## config.mk

```make
export PLATFORM = sky130hd
export DESIGN_NAME = svsd_cell
export DESIGN_NICKNAME = d
export VERILOG_FILES = /design/src/hw/rtl/assert_macros.svh /design/src/hw/rtl/svsd_pkg.sv /design/src/hw/rtl/svsd_cell.sv
export SDC_FILE = /design/constraint.sdc
export NUM_CORES = 1
export LEC_CHECK = 0
export BUFFER_PORTS_ARGS = -buffer_cell sky130_fd_sc_hd__buf_4
export CAP_MARGIN = 40
export CORE_AREA = 2 2 176 178
export DETAILED_ROUTE_END_ITERATION = 6
export DIE_AREA = 0 0 178 180
export PLACE_DENSITY = 0.77
export SLEW_MARGIN = 25
export SYNTH_ARGS = -nofsm -noshare
export SYNTH_HDL_FRONTEND = slang
export SYNTH_SLANG_ARGS = --single-unit
```

## constraint.sdc

```tcl
create_clock -name i_clk -period 9.9 [get_ports i_clk]
set_input_delay 1.98 -clock i_clk [delete_from_list [all_inputs] [get_ports i_clk]]
set_output_delay 1.98 -clock i_clk [all_outputs]
set_load 0.01 [all_outputs]
```

## src/hw/rtl/assert_macros.svh

```systemverilog
// Assertion macros used by the top-level RTL of the steady voiced segment detector.
// Depends on nothing; the bodies vanish when SYNTH is defined.
`ifndef ASSERT_MACROS_SVH
`define ASSERT_MACROS_SVH
`ifndef SYNTH
`define ASSERT_IMPLIES(label, clk, rst_n, ante, cons) \
    label: assert property (@(posedge clk) disable iff (!(rst_n)) (ante) |-> (cons)) \
        else $error("assertion failed: ante |-> cons");
`define ASSERT_NEXT(label, clk, rst_n, ante, cons) \
    label: assert property (@(posedge clk) disable iff (!(rst_n)) (ante) |=> (cons)) \
        else $error("assertion failed: ante |=> cons");
`else
`define ASSERT_IMPLIES(label, clk, rst_n, ante, cons)
`define ASSERT_NEXT(label, clk, rst_n, ante, cons)
`endif
`endif

```

## src/hw/rtl/svsd_pkg.sv

```systemverilog
// Package of the steady voiced segment detector: request types, register
// codes, reset values and the spread test. Depends on nothing.
`timescale 1ns / 1ps

package svsd_pkg;

    localparam int DEF_MAX_WINDOW = 128;
    localparam int CHAN_COUNT     = 3;
    localparam int CFG_WIDTH      = 10;
    localparam int CFG_IDX_WIDTH  = 3;

    localparam logic [CFG_IDX_WIDTH-1:0] CFG_WINDOW_LENGTH  = 3'd0;
    localparam logic [CFG_IDX_WIDTH-1:0] CFG_PITCH_THR      = 3'd1;
    localparam logic [CFG_IDX_WIDTH-1:0] CFG_F1_THR         = 3'd2;
    localparam logic [CFG_IDX_WIDTH-1:0] CFG_F2_THR         = 3'd3;
    localparam logic [CFG_IDX_WIDTH-1:0] CFG_MIN_INTENSITY  = 3'd4;

    localparam logic [7:0] RST_WINDOW_LENGTH = 8'd25;
    localparam logic [9:0] RST_PITCH_THR     = 10'd12;
    localparam logic [9:0] RST_F1_THR        = 10'd15;
    localparam logic [9:0] RST_F2_THR        = 10'd20;
    localparam logic [7:0] RST_MIN_INTENSITY = 8'd55;

    localparam logic [15:0] FULL_SCALE = 16'hFFFF;
    localparam logic [6:0]  PCT_SCALE  = 7'd100;

    typedef struct packed {
        logic [31:0] frame_time_ms;
        logic [7:0]  intensity_db;
        logic [15:0] pitch_hz;
        logic [15:0] f1_hz;
        logic [15:0] f2_hz;
        logic [15:0] f3_hz;
    } t_frame;

    typedef struct packed {
        logic [31:0] segment_start_ms;
        logic [31:0] segment_end_ms;
    } t_segment;

    typedef struct packed {
        logic [CHAN_COUNT-1:0][15:0] lo;
        logic [CHAN_COUNT-1:0][15:0] hi;
        logic [31:0]                 t_start;
        logic [31:0]                 t_end;
    } t_acc;

    typedef struct packed {
        logic valid;
        t_acc acc;
    } t_tok;

    function automatic logic chan_ok(input logic [15:0] lo, input logic [15:0] hi,
                                     input logic [9:0] thr);
        logic [25:0] lhs;
        logic [25:0] rhs;
        lhs = 26'(PCT_SCALE) * 26'(hi - lo);
        rhs = 26'(thr) * 26'(lo);
        if (lo == hi) begin
            return 1'b1;
        end else if (lo == 16'd0) begin
            return 1'b0;
        end else begin
            return lhs <= rhs;
        end
    endfunction

endpackage

```

## src/hw/rtl/svsd_cell.sv

```systemverilog
// One window slot: holds a frame's pitch, first two formants and time, and folds them
// into the min/max token passing along the chain. Depends on svsd_pkg.
`timescale 1ns / 1ps

module svsd_cell #(
    parameter int MAX_WINDOW = svsd_pkg::DEF_MAX_WINDOW,
    parameter int IDX        = 0
) (
    input  logic                                 i_clk,
    input  logic                                 i_rst_n,
    input  logic                                 i_wr_en,
    input  logic [$clog2(MAX_WINDOW)-1:0]        i_wr_slot,
    input  logic [$clog2(MAX_WINDOW+1)-1:0]      i_len,
    input  logic [$clog2(MAX_WINDOW)-1:0]        i_cur_slot,
    input  logic [$clog2(MAX_WINDOW)-1:0]        i_oldest,
    input  svsd_pkg::t_frame                     i_frame,
    input  svsd_pkg::t_tok                       i_tok,
    output svsd_pkg::t_tok                       o_tok
);

    localparam int SW = $clog2(MAX_WINDOW);
    localparam int LW = $clog2(MAX_WINDOW + 1);

    logic [svsd_pkg::CHAN_COUNT-1:0][15:0] r_val;
    logic [31:0]                           r_time;
    logic                                  r_vld;
    svsd_pkg::t_acc                        r_acc;
    svsd_pkg::t_acc                        n_acc;

    always_ff @(posedge i_clk) begin
        if (i_wr_en && (i_wr_slot == SW'(IDX))) begin
            r_val  <= {i_frame.f2_hz, i_frame.f1_hz, i_frame.pitch_hz};
            r_time <= i_frame.frame_time_ms;
        end
    end

    always_comb begin
        n_acc = i_tok.acc;
        if (LW'(IDX) < i_len) begin
            for (int c = 0; c < svsd_pkg::CHAN_COUNT; c++) begin
                if (r_val[c] < n_acc.lo[c]) begin
                    n_acc.lo[c] = r_val[c];
                end
                if (r_val[c] > n_acc.hi[c]) begin
                    n_acc.hi[c] = r_val[c];
                end
            end
            if (i_oldest == SW'(IDX)) begin
                n_acc.t_start = r_time;
            end
            if (i_cur_slot == SW'(IDX)) begin
                n_acc.t_end = r_time;
            end
        end
    end

    always_ff @(posedge i_clk) begin
        if (!i_rst_n) begin
            r_vld <= 1'b0;
        end else begin
            r_vld <= i_tok.valid;
        end
    end

    always_ff @(posedge i_clk) begin
        if (i_tok.valid) begin
            r_acc <= n_acc;
        end
    end

    assign o_tok.valid = r_vld;
    assign o_tok.acc   = r_acc;

endmodule

```

==> results.yml, run 1 <==
outcome:
  status: "finished, final reports clean"
grt:
  grt_use_total_pct: 19.6
  grt_overflow_total: 0
  grt_pass1_wl_um: 48200
  grt_antenna_before_repair: 1
  grt_max_degree: 93
  grt_pass1_vias: 8551
clock_network:
  cts_sinks: 241
  path_clk_slew_ns: 0.06
  holdBufCountCts: 0
  postCtsResizedCells: 0
  numCtsBuffers: 27
  cts_buffer_depth: 3
  clock-root-buffer: "clkbuf_16"
  cts_max_level: 1
  clk_latency_ns: 0.52
  cts_tree: "yes"
  cts_setup_buffers: 0
sta:
  min_period_ns: 4.02
  max_freq_ghz: 0.249
  hold_ws_ns: 0.573
  slew_headroom_pct: 49.0
  tightest_slew_ns: 0.764
  maxSlewViolCount: 0
  period_share_pct: 40.6
  timing.setup.tns_ns: 0
  setup-violations-final: 0
  finalHoldViolations: 0
  setup_ws_ns: 5.88
  skew_ns: 0.00773
  rsz0062_at_grt: "false"
floorplanning:
  row_count: 64
  num_io_pins: 458
  die_h_um: 180
  core_sq_um: 30200
  die_area_sq_um: 32000
  start_util_pct: 38.7
  die_w_um: 178
yosys:
  ys_top_cells_by_area: "edfxtp_1 (62%), mux2_2 (13%), ha_1 (10%)"
  synthesis.area_sq_um: 11700
  syn_nets: 1155
  synth-edff-count: 240
  yosysTopAreaCell: "edfxtp_1"
  yosys_warnings: 0
  syn-instance-count: 765
  synth_top_flop_cell: "edfxtp_1"
  syn_area_per_cell_sq_um: 15.3
  synth_seq_cells: 241
  yosysTopAreaCellShare_pct: 61.6
  synth_cell_type_count: 43
  seq_area_frac_synth_pct: 61.8
  async_flop_share_pct: 0
critical_path:
  cp_slowest_stage_delay_ns: 0.50
  endpoint: "o_tok[106]"
  critPathMaxFanout: 10
  cp-start-kind: "input port"
  r2r-end: "o_tok[106]"
  rr_worst_depth: 7
  end_kind: "register"
  crit_start: "i_tok[111]"
  cpMaxStageDelayCell: "a31oi_2"
  criticalPathCategory: "input port to register"
  path_cells: "buf_4, inv_1, ha_1, nand4_1, nor4_2, o21ai_0, a31oi_2, buf_6, mux2_2"
  rrSetupSlack_ns: 6.98
  timing.rr.start: "r_val[47]"
  required_ns: 10.16
  cp.arrival_ns: 4.29
power_and_ir_drop:
  power.static_leakage_nw: 7.09
  power_per_cell_area_nw_per_um2: 152
  p_total_mw: 2.48
  peakVddDrop_uv: 134
placement:
  post-place-ws_ns: 5.31
  place_congestion: 0.820
  hpwl_um: 24400
  io_buffers: 433
  dp_cells: 1588
  dpl_cell_area_sq_um: 15500
finish:
  area_growth_pct: 39.6
  nNetsFinal: 1612
  n_antenna_cell: 0
  final_cells: 1637
  drive_gt1_share_pct: 52.1
  final_area_sq_um: 16300
  fin_util_pct: 54.1
drt:
  ant_nets: 0
  routed-via-count: 8072
  viasPerCell: 4.93
  firstDrtPassIters: 5
  wl_um: 32100
  drc: 0
  post_drt_wl_per_cell_um: 19.6
  drtIter0Drc: 340
run:
  cap_violations: 0
min_path:
  hp-start: "r_time[2]"
  hold_class: "register to register"
-- cell families after synthesis --
kind of cell / after synthesis / share of synthesized area, %
multiplexers: 160 / 16.0
adder cells (fa/ha/maj): 93 / 9.95
flip-flops: 241 / 61.8
AO/OA/AOI/OAI: 73 / 4.11
AND/OR/NAND/NOR: 85 / 3.78
buffers and inverters: 113 / 4.31
-- power breakdown --
part	switching [mW]	internal, mW
registers	0.0159	1.18
logic	0.135	0.185
clock network	0.393	0.579
total	0.544	1.94
-- placed cells by master (no fill, tap or decap), drive strengths merged, types with 3 or more instances in the layout --
cell type | Yosys | routed
buf | 16 | 444
edfxtp | 240 | 240
mux2 | 160 | 160
inv | 97 | 97
ha | 93 | 93
clkbuf | 0 | 37
nand2 | 27 | 27
a21oi | 27 | 27
o21ai | 15 | 15
nand4 | 13 | 13
nor3 | 11 | 11
nor2 | 10 | 10
nor4 | 9 | 9
clkinv | 0 | 6
a211oi | 5 | 5
a31oi | 5 | 5
o21a | 3 | 3
or4 | 3 | 3
a21o | 3 | 3
bufinv | 0 | 3
o211ai | 3 | 3
nand3 | 3 | 3
-- critical path, delay by kind of cell --
family / cells / cell delay, ns
AO/OA/AOI/OAI: 2 / 0.67
adder cells (fa/ha/maj): 1 / 0.30
buffers and inverters: 3 / 0.36
multiplexers: 1 / 0.37
AND/OR/NAND/NOR: 2 / 0.60
-- worst min-delay path by stage --
stage | depth (start not counted) | endpoint | slack [ns]
floorplan | 1 | o_tok[0] | 0.55
global placement | 1 | o_tok[35] | 0.55
detailed placement | 1 | o_tok[5] | 0.56
CTS | 1 | o_tok[2] | 0.58
global route | 1 | o_tok[2] | 0.59
finish | 1 | o_tok[2] | 0.57
-- flip-flops by register name, indices dropped and copies added (netlist names) --
signal  cells
r_val      48
r_time     32
o_tok     160
r_vld       1
-- layer usage --
layer  vias up  GRT usage, %  part of all wire (%)
met5         -             0                 0.037
met3        55          4.65                   7.7
met4         2          5.84                   2.6
li1       3809             -                     -
met2       335          35.3                    52
met1      3871          22.9                    38
-- cells in the mapped netlist (3+ instances only) --
| library cell | count |
|---|---|
| nor2_1 | 10 |
| or4_1 | 3 |
| o21ai_0 | 13 |
| ha_1 | 93 |
| nor4_1 | 8 |
| edfxtp_1 | 240 |
| a31oi_1 | 3 |
| a21o_1 | 3 |
| nand4_1 | 12 |
| buf_6 | 4 |
| nand3_1 | 3 |
| nand2_1 | 27 |
| a211oi_1 | 5 |
| buf_2 | 8 |
| a21oi_1 | 27 |
| o21a_1 | 3 |
| mux2_2 | 140 |
| mux2_4 | 20 |
| inv_1 | 97 |
| nor3_1 | 11 |
-- cell type report --
class | count | area [sq um]
multi-input combinational | 411 | 3990
fill | 2496 | 13900
sequential | 241 | 7230
tap | 396 | 495
clock buffer | 37 | 713
clock inverter | 11 | 131
timing repair buffer | 444 | 3410
inverter | 97 | 364
(Power assumes the default switching activity.)
==> inputs of run 2 (changes only) <==
PLACE_DENSITY = 0.8   (was 0.77)
clock period = 3.4 ns   (was 9.9 ns; I/O delays follow)
==> run 2 against run 1 <==
Compared with the run above:
- flip-flop and latch count unchanged
- clock power increased to 2.7 times the previous value
- hold slack got worse by 0.25 ns
- total power increased to 2.8 times the previous value
- sequential power increased to 2.9 times the previous value
- non-clock buffer count increased by 5
- combinational power increased to 2.9 times the previous value
- global-route usage decreased by 0.10 points
- sequential share of layout area increased by 0.075 points
- critical endpoint is now o_tok[109]
- largest cell class unchanged
- largest power group unchanged
==> results.yml, run 2 (synthesis results as in run 1) <==
outcome:
  status: "finished, final reports clean"
finish:
  multi_input_area_sq_um: 3980
  final_area_sq_um: 16300
  largest_register_ffs: 160
  final_common_cell: "buf_4"
  area_growth_pct: 39.4
  n_fill_cell: 2426
  nNetsFinal: 1617
  drive_gt1_share_pct: 52.4
  layout_common_cells: "buf_4 (441), edfxtp_1 (240), mux2_2 (140)"
  regArea_sq_um: 7230
sta:
  slew_headroom_pct: 63.1
  tightest_slew_ns: 0.552
  timing.setup.tns_ns: 0
  period_share_pct: 82.1
  maxSlewViolCount: 0
  rsz0062_at_grt: "false"
  setup-violations-final: 0
  min_period_ns: 2.79
  finalHoldViolations: 0
  max_freq_ghz: 0.358
  skew_ns: 0.0192
critical_path:
  required_ns: 3.67
  cp.arrival_ns: 3.06
  cp_slowest_stage_delay_ns: 0.45
  criticalPathCategory: "register to register"
  end_kind: "register"
  path_cells: "ha_1, nand4_1, nor4_2, o21ai_0, a31oi_2, buf_4, mux2_2"
  cpMaxStageDelayCell: "edfxtp_1"
  cp-start-kind: "register"
  critPathMaxFanout: 16
drt:
  routed-via-count: 8131
  drtIter0Drc: 330
  viasPerCell: 4.95
  post_drt_wl_per_cell_um: 19.5
  firstDrtPassIters: 5
  drc: 0
  ant_nets: 0
  wl_um: 32100
clock_network:
  path_clk_slew_ns: 0.06
  cts_max_level: 1
  cts_setup_buffers: 0
  cts_buffer_depth: 3
  postCtsResizedCells: 0
  cts_tree: "yes"
  clock-root-buffer: "clkbuf_16"
  numCtsBuffers: 27
  holdBufCountCts: 0
  clk_latency_ns: 0.53
  cts_sinks: 241
power_and_ir_drop:
  power_per_cell_area_nw_per_um2: 433
  p_total_mw: 7.06
  power.static_leakage_nw: 7.09
  peakVddDrop_uv: 386
grt:
  grt_antenna_before_repair: 2
  grt_pass1_vias: 8671
  grt_use_total_pct: 19.5
  grt_max_degree: 81
  grt_overflow_total: 0
  grt_pass1_wl_um: 47900
floorplanning:
  num_io_pins: 458
  die_area_sq_um: 32000
  die_h_um: 180
  die_w_um: 178
  start_util_pct: 38.7
  core_sq_um: 30200
  row_count: 64
placement:
  hpwl_um: 24400
  dpl_cell_area_sq_um: 15500
  place_congestion: 0.820
  io_buffers: 433
min_path:
  hold_class: "input port to register"
run:
  cap_violations: 0
==> run 2: cell types whose count changed in the layout (fill, tap and decap cells not counted), sizes merged <==
cell,previous run,this run
buf,444,449
diode,0,2
clkbuf,37,32
clkinv,6,12
bufinv,3,1
clkinvlp,2,1
==> run 2: metrics by stage <==
stage / instances / hold WS, ns / util, % / setup slack, ns
2_1_floorplan: 765 / 0.547 / - / 0.0399
5_1_grt: 1642 / 0.291 / 54.0 / 0.427
6_report: 1642 / 0.320 / 54.0 / 0.608
3_3_place_gp: 1591 / 0.551 / 51.2 / 0.144
4_1_cts: 1640 / 0.292 / 54.0 / 0.595
3_5_place_dp: 1594 / 0.562 / 51.4 / 0.268
==> run 2: power by group <==
group	internal, mW	total, mW	leakage (nW)	switching, mW
clock network	1.52	2.66	0.386	1.14
registers	3.43	3.48	2.29	0.0473
logic	0.536	0.926	4.41	0.390
==> run 2: layout make-up <==
| class | count | share of cell area (%) |
|---|---|---|
| flip-flops and latches | 241 | 44.3 |
| multi-input cells | 411 | 24.4 |
| repair buffers | 449 | 21.1 |
| clock buffers | 32 | 4.26 |
| well taps | 396 | 3.04 |
| inverters | 97 | 2.23 |
| clock inverters | 14 | 0.576 |
| diodes | 2 | 0.0307 |
==> run 2: worst paths after layout <==
kind	startpoint	endpoint	slack [ns]	depth (start not counted)
setup / recovery	r_val[47]	o_tok[109]	0.61	7
hold / removal	i_frame[22]	r_val[38]	0.32	1
setup reg to reg	r_val[47]	o_tok[109]	0.61	7
hold reg to reg	r_time[12]	o_tok[12]	0.58	1
==> run 2: worst max-delay path: cells and delay by family, from the launching register on <==
family          cells  cell delay, ns
flops               1            0.45
compound gates      2            0.40
simple gates        2            0.66
mux                 1            0.37
fa+ha+maj           1            0.37
buf+inv             1            0.28
==> run 2: layer usage <==
layer / global-route usage (%) / up-vias / part of all wire [%]
met3: 4.99 / 71 / 8.2
li1: - / 3823 / -
met1: 22.9 / 3880 / 38
met2: 33.9 / 357 / 50
met4: 7.61 / 0 / 3.6
met5: 0 / - / 0
==> inputs of run 3 (changes only) <==
clock period = 2.3 ns   (was 3.4 ns; I/O delays follow)
==> run 3 against run 2 <==
Compared with the run above:
- the run now ends with setup timing left
- wire length increased by 11%
- maximum frequency up 10%
- total power rose by 52%
- via count increased by 6.6%
- first-iteration DRC count grew 12%
- register-to-register slack lost 0.84 ns
- clock skew shrank 0.012 ns
- cell count increased by 5.8%
- critical path type unchanged
- critical endpoint is now o_tok[78]
- combinational power increased by 71%
- final area increased by 9.2%
- largest cell class unchanged
- hold slack worse by 0.22 ns
==> results.yml, run 3 (synthesis results as in run 1) <==
grt:
  grt_antenna_before_repair: 2
  grt_pass1_vias: 9073
  grt_pass1_wl_um: 50600
  grt_max_degree: 48
  grt_overflow_total: 0
  grt_use_total_pct: 20.8
finish:
  n_fill_cell: 2271
  largest_register_ffs: 160
  layout_common_cells: "buf_4 (521), edfxtp_1 (240), mux2_2 (92)"
  final_common_cell: "buf_4"
  multi_input_area_sq_um: 4530
  regArea_sq_um: 7230
  final_cells: 1737
  final_area_sq_um: 17800
  drive_gt1_share_pct: 59.3
  nNetsFinal: 1710
  area_growth_pct: 52.2
power_and_ir_drop:
  power_frac_seq_pct: 47.8
  p_int_mw: 8.31
  power.static_leakage_nw: 7.85
  peakVddDrop_uv: 543
  clkPwrFrac_pct: 37.5
  swShare_pct: 22.7
  comb_power_share_pct: 14.7
  netSwitchingPower_mw: 2.44
  power_per_cell_area_nw_per_um2: 604
placement:
  place_congestion: 0.883
  io_buffers: 433
  dp_cells: 1664
  hpwl_um: 26600
  dpl_cell_area_sq_um: 16400
clock_network:
  path_clk_slew_ns: 0.06
  clock-root-buffer: "clkbuf_16"
  cts_buffer_depth: 3
  cts_sinks: 241
  clk_latency_ns: 0.53
  numCtsBuffers: 26
  cts_max_level: 1
  cts_tree: "yes"
critical_path:
  path_cells: "ha_4, nand4_1, buf_4, a2111o_1, a31oi_4, clkbuf_16, mux2_4"
  rrSetupSlack_ns: -0.24
  required_ns: 2.58
  timing.rr.start: "r_val[13]"
  cp.arrival_ns: 2.82
  path_buf_inv: 2
  rr_worst_depth: 7
  criticalPathCategory: "register to register"
  cp_slowest_stage_delay_ns: 0.49
  critPathMaxFanout: 6
  crit_family: "compound AO/OA/AOI/OAI gates"
  end_kind: "register"
  r2r-end: "o_tok[78]"
  cpMaxStageDelayCell: "edfxtp_1"
  cp-start-kind: "register"
drt:
  post_drt_wl_per_cell_um: 20.4
  wl_um: 35400
  viasPerCell: 4.99
  firstDrtPassIters: 5
  ant_nets: 0
  drc: 0
  routed-via-count: 8668
  drtIter0Drc: 371
sta:
  slew_headroom_pct: 62.9
  setup-violations-final: 96
  skew_ns: 0.00712
  maxSlewViolCount: 0
  finalHoldViolations: 0
  min_period_ns: 2.54
  max_freq_ghz: 0.394
  setup_ws_ns: -0.236
  rsz0062_at_grt: "true"
  tightest_slew_ns: 0.557
  period_share_pct: 110
  timing.setup.tns_ns: -14.65
outcome:
  violations: "setup timing"
  status: "finished, violations left"
min_path:
  holdPathEnd: "r_val[37]"
  hold_class: "input port to register"
  hp-start: "i_frame[21]"
  hold-path-cell-count: 1
floorplanning:
  die_area_sq_um: 32000
  die_h_um: 180
  die_w_um: 178
  core_sq_um: 30200
  row_count: 64
  start_util_pct: 38.7
  num_io_pins: 458
run:
  cap_violations: 0
==> run 3: cell types whose count changed in the layout (fill, tap and decap cells not counted), moves of 6 or more <==
cell,change
mux2_4,+48
ha_4,+19
inv_1,-6
buf_12,+10
buf_4,+80
mux2_2,-48
ha_1,-19
==> run 3: worst max-delay path by stage <==
| stage | to | from | slack, ns | depth (start not counted) |
|---|---|---|---|---|
| final | o_tok[78] | r_val[13] | -0.24 | 7 |
| after floorplan | o_tok[134] | i_tok[129] | -0.15 | 9 |
| after detailed placement | o_tok[155] | i_tok[145] | -0.39 | 9 |
| after global routing | o_tok[89] | r_val[27] | -0.26 | 7 |
| after global placement | o_tok[152] | i_tok[145] | -0.37 | 9 |
| after CTS | o_tok[105] | r_val[47] | -0.14 | 8 |
==> run 3: routing by layer <==
metal  track usage, %  share of wire, %  routed length, um  vias up
li1                 -                 -                  -     4004
met1             23.4                36              12800     4154
met2             36.1                50              17800      426
met3             6.22               9.7               3440       82
met4             9.02               3.8               1360        2
met5                0             0.031                 11        -
==> run 3: area by class of cell <==
type	count	share of cell area, %
Sequential cell	241	40.6
Multi-Input combinational cell	411	25.4
Timing Repair Buffer	543	24.3
Clock buffer	35	4.08
Tap cell	396	2.78
Inverter	97	2.26
Clock inverter	13	0.506
Antenna cell	1	0.0141
==> run 3: what timing repair did <==
item                                    in CTS  in global routing
resized for setup                           21                 41
cloned                                       0                  3
endpoints found under the setup margin      96                 96
pin swaps                                    6                  8
setup buffers                               15                  6
hold buffers                                 0                  0
==> run 3: metrics by stage <==
step | hold WS [ns] | setup WS (ns) | utilization (%) | total power [mW]
floorplan | 0.547 | -0.149 | - | 5.79
global placement | 0.551 | -0.370 | 54.4 | 6.68
detailed placement | 0.559 | -0.388 | 54.4 | 6.72
CTS | 0.0720 | -0.140 | 57.9 | 10.8
global route | 0.0689 | -0.263 | 58.9 | 11.2
finish | 0.104 | -0.236 | 58.9 | 10.8
==> run 3: worst register-to-register path, stage by stage (launching register included) <==
cell       delay [ns]
edfxtp_1         0.49
ha_4             0.32
nand4_1          0.15
buf_4            0.20
a2111o_1         0.32
a31oi_4          0.29
clkbuf_16        0.23
mux2_4           0.30
==> run 3: power groups by stage <==
| stage | clock [mW] | sequential, mW | combinational (mW) |
|---|---|---|---|
| after floorplan | 0 | 5.32 | 0.465 |
| after global placement | 0 | 5.22 | 1.46 |
| after detailed placement | 0 | 5.23 | 1.49 |
| after CTS | 4.14 | 5.14 | 1.52 |
| after global routing | 4.34 | 5.15 | 1.69 |
| final | 4.03 | 5.14 | 1.58 |
